--- config.mk ---
export PLATFORM = sky130hd
export DESIGN_NAME = ffsi_ctrl
export DESIGN_NICKNAME = d
export VERILOG_FILES = /design/src/ffsi_pkg.sv /design/src/ffsi_ctrl.sv
export SDC_FILE = /design/constraint.sdc
export NUM_CORES = 1
export LEC_CHECK = 0
export BUFFER_PORTS_ARGS = -buffer_cell sky130_fd_sc_hd__buf_2
export CAP_MARGIN = 20
export CORE_MARGIN = 2
export CORE_UTILIZATION = 50
export DETAILED_ROUTE_END_ITERATION = 6
export PLACE_DENSITY = 0.76
export SYNTH_ARGS = -nofsm -noshare
export SYNTH_HDL_FRONTEND = slang
export SYNTH_SLANG_ARGS = --single-unit
--- constraint.sdc ---
create_clock -name clk -period 1.75 [get_ports clk]
set_input_delay 0.35 -clock clk [delete_from_list [all_inputs] [get_ports clk]]
set_output_delay 0.35 -clock clk [all_outputs]
set_load 0.005 [all_outputs]
--- src/ffsi_pkg.sv ---
// shared types, widths and codes for the flat face shading block
package ffsi_pkg;

  localparam int COORD_BITS      = 24;
  localparam int LIGHT_BITS      = 16;
  localparam int LIGHT_FRAC_BITS = 14;
  localparam int SHADE_BITS      = 8;

  localparam int DIFF_W  = COORD_BITS + 1;          // edge vector component
  localparam int MULA_W  = DIFF_W + 1;              // signed operand of the shared multiplier
  localparam int PRODA_W = 2 * MULA_W;
  localparam int NRM_W   = 2 * DIFF_W + 1;          // normal component, signed
  localparam int MAG_W   = NRM_W - 1;               // normal magnitude, two pieces of DIFF_W
  localparam int PRODB_W = NRM_W + LIGHT_BITS;
  localparam int DOT_W   = PRODB_W + 2;
  localparam int SQ_W    = 2 * MAG_W + 2;
  localparam int ROOT_W  = SQ_W / 2;
  localparam int REM_W   = ROOT_W + 3;
  localparam int NUM_W   = DOT_W + SHADE_BITS;
  localparam int DEN_W   = ROOT_W + LIGHT_FRAC_BITS;
  localparam int DSH_W   = DEN_W + SHADE_BITS;
  localparam int SH_W    = $clog2(SQ_W);
  localparam int STEP_W  = $clog2(ROOT_W);

  localparam int CROSS_LAST = 6;
  localparam int DOT_LAST   = 3;
  localparam int SQ_LAST    = 9;
  localparam int ROOT_LAST  = ROOT_W - 1;
  localparam int DIV_LAST   = SHADE_BITS + 1;

  localparam logic [1:0] SLOT_LAST = 2'd2;

  localparam logic [1:0] REG_LIGHT_X = 2'd0;
  localparam logic [1:0] REG_LIGHT_Y = 2'd1;
  localparam logic [1:0] REG_LIGHT_Z = 2'd2;

  localparam logic signed [LIGHT_BITS-1:0] LIGHT_X_RST = -16'sd7327;
  localparam logic signed [LIGHT_BITS-1:0] LIGHT_Y_RST = 16'sd0;
  localparam logic signed [LIGHT_BITS-1:0] LIGHT_Z_RST = 16'sd14654;

  typedef enum logic [2:0] {
    ST_IDLE, ST_CROSS, ST_CHECK, ST_DOT, ST_SQ, ST_ROOT, ST_DIV, ST_DONE
  } state_t;

  typedef enum logic [2:0] {
    OP_NONE, OP_CROSS, OP_DOT, OP_SQ, OP_ROOT, OP_DIV
  } op_t;

  typedef struct packed {
    op_t               op;
    logic [STEP_W-1:0] step;
    logic              wr_vert;
    logic [1:0]        slot;
    logic              load_out;
  } cmd_t;

  typedef struct packed {
    logic n_zero;
  } stat_t;

endpackage

--- src/ffsi_ctrl.sv ---
// controller: vertex slot counter, step counter and sequencing of the face math
module ffsi_ctrl import ffsi_pkg::*; (
  input  logic  clk,
  input  logic  rst,
  input  logic  vert_valid,
  output logic  vert_ready,
  output logic  out_valid,
  input  logic  out_ready,
  input  stat_t stat,
  output cmd_t  cmd
);

  state_t            state, state_next;
  logic [STEP_W-1:0] step, step_next;
  logic [1:0]        corner_slot, corner_slot_next;
  logic              out_valid_next;

  always_ff @(posedge clk) begin
    if (rst) begin
      state       <= ST_IDLE;
      step        <= '0;
      corner_slot <= '0;
      out_valid   <= 1'b0;
    end else begin
      state       <= state_next;
      step        <= step_next;
      corner_slot <= corner_slot_next;
      out_valid   <= out_valid_next;
    end
  end

  always_comb begin
    state_next       = state;
    step_next        = step + 1'b1;
    corner_slot_next = corner_slot;
    vert_ready       = 1'b0;
    cmd.op           = OP_NONE;
    cmd.step         = step;
    cmd.wr_vert      = 1'b0;
    cmd.slot         = corner_slot;
    cmd.load_out     = 1'b0;
    case (state)
      ST_IDLE: begin
        vert_ready = 1'b1;
        step_next  = '0;
        if (vert_valid) begin
          cmd.wr_vert = 1'b1;
          if (corner_slot == SLOT_LAST) begin
            corner_slot_next = '0;
            state_next       = ST_CROSS;
          end else begin
            corner_slot_next = corner_slot + 1'b1;
          end
        end
      end
      ST_CROSS: begin
        cmd.op = OP_CROSS;
        if (step == STEP_W'(CROSS_LAST)) begin
          step_next  = '0;
          state_next = ST_CHECK;
        end
      end
      ST_CHECK: begin
        step_next  = '0;
        state_next = stat.n_zero ? ST_DONE : ST_DOT;
      end
      ST_DOT: begin
        cmd.op = OP_DOT;
        if (step == STEP_W'(DOT_LAST)) begin
          step_next  = '0;
          state_next = ST_SQ;
        end
      end
      ST_SQ: begin
        cmd.op = OP_SQ;
        if (step == STEP_W'(SQ_LAST)) begin
          step_next  = '0;
          state_next = ST_ROOT;
        end
      end
      ST_ROOT: begin
        cmd.op = OP_ROOT;
        if (step == STEP_W'(ROOT_LAST)) begin
          step_next  = '0;
          state_next = ST_DIV;
        end
      end
      ST_DIV: begin
        cmd.op = OP_DIV;
        if (step == STEP_W'(DIV_LAST)) begin
          step_next  = '0;
          state_next = ST_DONE;
        end
      end
      ST_DONE: begin
        step_next = '0;
        if (!out_valid || out_ready) begin
          cmd.load_out = 1'b1;
          state_next   = ST_IDLE;
        end
      end
      default: begin
        state_next = ST_IDLE;
      end
    endcase
  end

  always_comb begin
    if (cmd.load_out) out_valid_next = 1'b1;
    else if (out_ready) out_valid_next = 1'b0;
    else out_valid_next = out_valid;
  end

endmodule

==> tab_implementation.tex, run 1 <==
\begin{tabular}{lr}
\hline
Metric & Value \\
\hline
\multicolumn{2}{l}{\textbf{Layout}} \\
\quad Leading cell type in the layout, fill and taps excluded & buf\_2 \\
\quad Final cell utilization of the core & between 70 and 80\% \\
\quad Number of inserted diodes & 0 \\
\quad Fraction of layout instances using a drive strength above 1 & 42.1\% \\
\quad Most frequent cells in the layout & 19 x buf\_2, 11 x buf\_4, 9 x dfxtp\_1 \\
\quad NumNets Final & 130 \\
\quad Area overhead of the layout relative to synthesis & 33.6\% \\
\multicolumn{2}{l}{\textbf{Clock tree}} \\
\quad Clock tree from TritonCTS & built \\
\quad Number of H-tree levels & 1 \\
\quad Largest buffer count on any clock path & 2 \\
\quad Hold-fix buffers at CTS & 0 \\
\quad Clock Sink Count & 12 \\
\quad CTS Root Cell & clkbuf\_4 \\
\quad Clock-pin slew of the registers on the worst-case setup and hold paths & 80 ps \\
\quad Cts bufs inserted & 3 \\
\quad Clock latency on the worst-skew pair & 290 ps \\
\multicolumn{2}{l}{\textbf{GRT}} \\
\quad Global-route met3 utilization & 2.55\% \\
\quad Most used routing layer in global routing & met2 \\
\quad Global-route track usage on met1 & between 20\% and 30\% \\
\quad Global-route usage over all layers & 20.0\% \\
\quad Pin count of the biggest net entering global routing & 13 \\
\quad First-pass GRT wire length & roughly 2.8 mm \\
\quad Global Route met2 Usage & 34.8\% \\
\quad Total grt overflow & 0 \\
\quad Initial antenna violation count & 0 \\
\quad Number of global-route vias before repair & 627 \\
\multicolumn{2}{l}{\textbf{Timing}} \\
\quad Final period util & between 90\% and 100\% \\
\quad Number of setup violations in the final report & 0 \\
\quad RSZ-0062 raised after global routing & true \\
\quad Maximum clock skew at final layout & 11.2 ps \\
\quad Hold violation count in the final report & 0 \\
\quad Slew @ Worst Pin & 407 ps \\
\quad Final worst-path setup slack & 34.2 ps \\
\quad Fin crit period & 1720 ps \\
\quad Relative slew slack & 72.8\% \\
\quad Timing-limited maximum frequency & 0.583 GHz \\
\quad Post-route setup TNS & 0 ps \\
\quad Number of max-slew violations in the final report & 0 \\
\multicolumn{2}{l}{\textbf{Detailed routing}} \\
\quad Via-per-instance ratio & 5.56 \\
\quad Number of detailed-routing iterations run before antenna repair & 5 \\
\quad Wire length per cell after detailed routing & 13.3 um \\
\quad WL final & 1.81 mm \\
\quad Vias & approximately 760 \\
\quad Routed Antenna Nets & 0 \\
\quad Iter 0 DRT Violations & 15 \\
\quad Final routed DRC violation total & 0 \\
\multicolumn{2}{l}{\textbf{Pwr}} \\
\quad Maximum resistive drop on vdd & 0.514 mV \\
\quad Total power draw & $\sim$0.56 mW \\
\quad Leakage power & between 0.4 and 0.5 nW \\
\quad Power per unit of standard cell area & 554 nW/um\^{}2 \\
\multicolumn{2}{l}{\textbf{Place}} \\
\quad DPL Wire Length & $\sim$1.2 mm \\
\quad Worst slack at placement & 66.4 ps \\
\quad Port bufs & 19 \\
\quad Final weighted congestion in routability-driven placement & around 0.73 \\
\multicolumn{2}{l}{\textbf{Synth}} \\
\quad Main combinational cell family by area after synthesis & simple AND/OR/NAND/NOR gates \\
\quad Gate Count Post-Synth & 92 \\
\quad Fraction of the mapped netlist area in compound gates & 13.8\% \\
\quad Simple-gate share of the synthesized area & between 30\% and 40\% \\
\quad Xor and xnor area share after synthesis & 4.66\% \\
\quad Proportion of synthesized chip area in sequential cells & 31.9\% \\
\quad Post-synthesis share of cell area spent on full adders, half adders and majority gates & 4.99\% \\
\quad Area of the mapped netlist & $\sim$750 sq um \\
\quad Number of distinct standard cells referenced by the synthesized netlist & 33 \\
\quad Flip-flop and latch count after synthesis & 12 \\
\quad Nets in the synthesized netlist & 100 \\
\quad Share of cell area taken by muxes after synthesis & 0\% \\
\quad Count of warnings emitted by yosys & 0 \\
\quad Avg Synthesized Cell Area & a little over 8 sq um \\
\multicolumn{2}{l}{\textbf{Floorplanning}} \\
\quad Initial core utilization & 55.7\% \\
\quad Core area & 1350 sq um \\
\quad Top-Level Pins & 20 \\
\quad Rows & 13 \\
\quad Chip Width & $\sim$43 um \\
\quad Height of the die & 42.8 um \\
\quad Area of the die & 1830 sq um \\
\multicolumn{2}{l}{\textbf{Worst setup path}} \\
\quad Crit path launch type & register \\
\quad Worst endpoint data arrival time & 1890 ps \\
\quad Data required, critical path & 1920 ps \\
\quad Crit. End Element & register \\
\quad Crit path kind & reg2reg \\
\quad Worst-path fanout max & 6 \\
\multicolumn{2}{l}{\textbf{Run status}} \\
\quad Run status & finished clean \\
\multicolumn{2}{l}{\textbf{Job}} \\
\quad Max cap viols & 0 \\
\multicolumn{2}{l}{\textbf{Min path}} \\
\quad Hold Crit Class & in2reg \\
\hline
\end{tabular}
-- worst paths after layout --
kind,startpoint,end,slack (ps),cells past startpoint
worst min-delay path,rst,corner_slot[1]$_SDFFE_PP0P_,410,2
worst max-delay path,step[0]$_SDFF_PP0_,step[0]$_SDFF_PP0_,30,7
worst max register to register,step[0]$_SDFF_PP0_,step[0]$_SDFF_PP0_,30,7
worst min register to register,step[0]$_SDFF_PP0_,step[0]$_SDFF_PP0_,460,1
-- critical path: stages, from the launching register on --
cell,delay [ps]
dfxtp_4,360
inv_2,50
ha_2,190
nand3_2,90
or3_4,400
a221oi_4,300
buf_6,170
nor3_1,50
-- metrics by stage --
| stage | instances | hold WS [ps] | cell area (sq um) |
|---|---|---|---|
| global route | 136 | 430 | 1000 |
| detailed placement | 124 | 514 | 862 |
| finish | 136 | 407 | 1000 |
| floorplan | 92 | 500 | 752 |
| CTS | 128 | 378 | 901 |
| global placement | 124 | 501 | 862 |
-- cells in the mapped netlist --
master     instances  share of area [%]
dfxtp_1           12                 32
nor3_1             9                6.0
a21oi_1            8                5.3
nand2_1            7                3.5
nand3_1            6                4.0
inv_1              4                2.0
nand2b_1           4                3.3
nor2_1             4                2.0
buf_2              3                2.0
ha_1               3                5.0
nor2b_1            3                2.5
o21ai_0            3                2.0
and3b_1            2                2.3
clkbuf_1           2                1.0
nor3b_1            2                2.0
xnor2_1            2                2.3
xor2_1             2                2.3
a21oi_2            1                1.2
a221oi_4           1                3.5
a2bb2oi_1          1                1.2
and3_1             1               0.83
buf_4              1                1.0
buf_6              1                1.5
nand3b_1           1                1.0
nand4_1            1               0.83
nand4b_1           1                1.2
nor3_2             1                1.3
nor4b_1            1                1.2
o21ai_1            1               0.66
or3_1              1               0.83
or3_4              1                1.5
or4_1              1                1.0
or4b_4             1                1.8
-- power breakdown --
group	switching, mW	total [mW]	internal, mW
logic	0.0232	0.0486	0.0254
registers	0.00542	0.278	0.273
clock network	0.102	0.229	0.127
-- sequential cells by signal, indices dropped and copies added, names as in the netlist --
signal	count
corner_slot	2
state	3
step	6
out_valid	1
-- final cells by class --
class / instances / area, sq um
Clock buffer: 4 / 36.3
Tap cell: 15 / 18.8
Multi-Input combinational cell: 69 / 483
Sequential cell: 12 / 251
Timing Repair Buffer: 32 / 200
Inverter: 4 / 15.0
Fill cell: 106 / 345
-- metal layers --
layer | wire length (um) | part of all wire, % | up-vias
met5 | 0 | 0 | -
met3 | 91 | 5.0 | 7
met4 | 40 | 2.2 | 0
met2 | 878 | 49 | 26
met1 | 799 | 44 | 342
li1 | - | - | 381
-- cells by family after synthesis --
logic type	count (synthesis)
compound gates	15
xor+xnor	4
simple gates	47
buf+inv	11
flops	12
fa+ha+maj	3
-- timing repair --
action | 4_1_cts | 5_1_grt
pin swaps | 0 | 6
setup buffers | 0 | 8
setup endpoints to repair | 2 | 8
resized for setup | 2 | 14
No activity file was read; power rests on OpenSTA's default activity.
==> run 2: changes to the inputs <==
--- a/config.mk
+++ b/config.mk
@@ -11,6 +11,8 @@
 export CORE_UTILIZATION = 50
 export DETAILED_ROUTE_END_ITERATION = 6
 export PLACE_DENSITY = 0.76
+export REMOVE_ABC_BUFFERS = 1
+export SLEW_MARGIN = 40
 export SYNTH_ARGS = -nofsm -noshare
 export SYNTH_HDL_FRONTEND = slang
 export SYNTH_SLANG_ARGS = --single-unit
==> tab_implementation.tex, run 2 (synthesis results as in run 1) <==
\begin{tabular}{lr}
\hline
Metric & Value \\
\hline
\multicolumn{2}{l}{\textbf{Layout}} \\
\quad Flip-flop count of the largest register after layout & 6 (unchanged) \\
\quad Fraction of layout instances using a drive strength above 1 & 42.2\% (+0.093 points) \\
\quad Most frequent cells in the layout & 19 x buf\_2, 8 x a21oi\_1, 8 x buf\_4 \\
\quad NumNets Final & 125 (-3.8\%) \\
\quad Register name with the most flops & step \\
\quad Non-filler cells in the finished layout & 131 (-3.7\%) \\
\quad Leading cell type in the layout, fill and taps excluded & buf\_2 \\
\quad Top Registers & step (6), state (3), corner\_slot (2) \\
\quad Final cell utilization of the core & 73.0\% (-1.4 points) \\
\quad Number of inserted diodes & 0 (unchanged) \\
\quad Area overhead of the layout relative to synthesis & 31.1\% \\
\multicolumn{2}{l}{\textbf{Worst setup path}} \\
\quad Worst-path fanout max & 11 (+5) \\
\quad Number of cells on the critical path & 3 (-4) \\
\quad Critical path startpoint & state[2]\$\_SDFFE\_PP0P\_ \\
\quad Buffers \& Inverters on Critical Path & 2 (unchanged) \\
\quad Data required, critical path & 1400 ps (-520 ps) \\
\quad Crit path kind & reg2out \\
\quad Critical path's slowest cell & or4b\_4 \\
\quad Worst endpoint data arrival time & 1350 ps (-540 ps) \\
\quad Beginning of the worst register-to-register path & step[0]\$\_SDFF\_PP0\_ \\
\quad Cells traversed along the worst timing path & or4b\_4, inv\_1, buf\_2 \\
\quad Crit path launch type & register \\
\quad Crit. End Element & output port \\
\quad Count of cells along the worst register-to-register path & 6 (-1) \\
\quad Cell family with most CP delay & simple AND/OR/NAND/NOR gates \\
\quad Slowest Stage Delay on Critical Path & 520 ps (+120 ps) \\
\multicolumn{2}{l}{\textbf{Pwr}} \\
\quad Leakage power & 0.400 nW (-5.9\%) \\
\quad Power per unit of standard cell area & 557 nW/um\^{}2 (+0.69\%) \\
\quad Maximum resistive drop on vdd & 0.443 mV (-14\%) \\
\multicolumn{2}{l}{\textbf{Floorplanning}} \\
\quad Rows & 13 (unchanged) \\
\quad Chip Width & 42.8 um (unchanged) \\
\quad Top-Level Pins & 20 (unchanged) \\
\quad Area of the die & 1830 sq um (unchanged) \\
\quad Core area & 1350 sq um (unchanged) \\
\quad Initial core utilization & 55.7\% (unchanged) \\
\quad Height of the die & 42.8 um (unchanged) \\
\multicolumn{2}{l}{\textbf{Place}} \\
\quad \# placed instances & 120 (-3.2\%) \\
\quad Port bufs & 19 (unchanged) \\
\quad DPL Wire Length & 1.20 mm (-0.71\%) \\
\quad Final weighted congestion in routability-driven placement & 0.783 (+7.9\%) \\
\multicolumn{2}{l}{\textbf{Timing}} \\
\quad Maximum clock skew at final layout & 1.76 ps (-9.41 ps) \\
\quad Fin crit period & 1700 ps (-15.1 ps) \\
\quad Number of setup violations in the final report & 0 (unchanged) \\
\quad Hold violation count in the final report & 0 (unchanged) \\
\quad Slew @ Worst Pin & 400 ps (-6.92 ps) \\
\quad Timing-limited maximum frequency & 0.588 GHz (+0.89\%) \\
\quad Post-route setup TNS & 0 ps (unchanged) \\
\quad Number of max-slew violations in the final report & 0 (unchanged) \\
\quad RSZ-0062 raised after global routing & false \\
\quad Final period util & 97.2\% (-0.86 points) \\
\quad Relative slew slack & 73.3\% (+0.52 points) \\
\multicolumn{2}{l}{\textbf{GRT}} \\
\quad Pin count of the biggest net entering global routing & 16 (+3) \\
\quad Total grt overflow & 0 (unchanged) \\
\quad Number of global-route vias before repair & 602 (-4.0\%) \\
\quad Initial antenna violation count & 0 (unchanged) \\
\quad First-pass GRT wire length & 2.68 mm (-5.1\%) \\
\quad Global-route usage over all layers & 19.5\% (-0.47 points) \\
\multicolumn{2}{l}{\textbf{Detailed routing}} \\
\quad Routed Antenna Nets & 0 (unchanged) \\
\quad Final routed DRC violation total & 0 (unchanged) \\
\quad Number of detailed-routing iterations run before antenna repair & 4 (-1) \\
\quad Iter 0 DRT Violations & 24 (+9) \\
\quad Vias & 751 (-0.66\%) \\
\quad Wire length per cell after detailed routing & 13.9 um (+4.8\%) \\
\quad Via-per-instance ratio & 5.73 (+3.1\%) \\
\quad WL final & 1.83 mm (+1.0\%) \\
\multicolumn{2}{l}{\textbf{Clock tree}} \\
\quad Clock Sink Count & 12 (unchanged) \\
\quad Hold-fix buffers at CTS & 0 (unchanged) \\
\quad CTS Root Cell & clkbuf\_4 \\
\quad Cts bufs inserted & 3 (unchanged) \\
\quad Clock-pin slew of the registers on the worst-case setup and hold paths & 80 ps (about the same) \\
\quad Number of H-tree levels & 1 (unchanged) \\
\quad Clock tree from TritonCTS & built \\
\quad Largest buffer count on any clock path & 2 (unchanged) \\
\quad Clock latency on the worst-skew pair & 280 ps (about the same) \\
\multicolumn{2}{l}{\textbf{Job}} \\
\quad Max cap viols & 0 (unchanged) \\
\multicolumn{2}{l}{\textbf{Min path}} \\
\quad Worst Min Path Start & rst \\
\quad Min-Delay Path Depth & 2 (unchanged) \\
\quad Hold Crit Class & in2reg \\
\multicolumn{2}{l}{\textbf{Run status}} \\
\quad Run status & finished clean \\
\hline
\end{tabular}
run 2: cell type report:
type | instances | area [sq um]
timing repair buffer | 27 | 155
sequential | 12 | 258
multi-input combinational | 69 | 500
tap | 15 | 18.8
inverter | 4 | 17.5
fill | 106 | 364
clock buffer | 4 | 36.3
run 2: worst paths after layout:
| kind | slack [ps] | end |
|---|---|---|
| worst max-delay path | 50 | cmd[3] |
| worst min-delay path | 390 | corner_slot[1]$_SDFFE_PP0P_ |
| worst max register to register | 80 | step[5]$_SDFF_PP0_ |
| worst min register to register | 480 | step[0]$_SDFF_PP0_ |
run 2: per-stage QoR:
stage               cell area [sq um]  hold WS, ps  worst slack (ps)  power [mW]
global route                      986          413             0.101       0.574
CTS                               885          372              27.4       0.550
finish                            986          387              49.4       0.550
detailed placement                832          505              49.4       0.328
global placement                  832          503               130       0.327
floorplan                         711          412               193       0.310
run 2: metal layers:
layer	wire (um)	GRT usage, %
met2	894	27.9
met4	68	11.3
met3	133	3.83
met1	732	26.9
met5	0	0
run 2: power by group:
group,switching (mW),total [mW],internal [mW],leakage [nW]
sequential,0.00584,0.278,0.272,0.101
clock,0.0981,0.225,0.127,0.0210
combinational,0.0221,0.0470,0.0250,0.278
run 2: what timing repair did:
item,in CTS,in global routing
setup endpoints to repair,2,8
pin swaps,1,5
buffers inserted,1,6
gates resized for setup,5,15
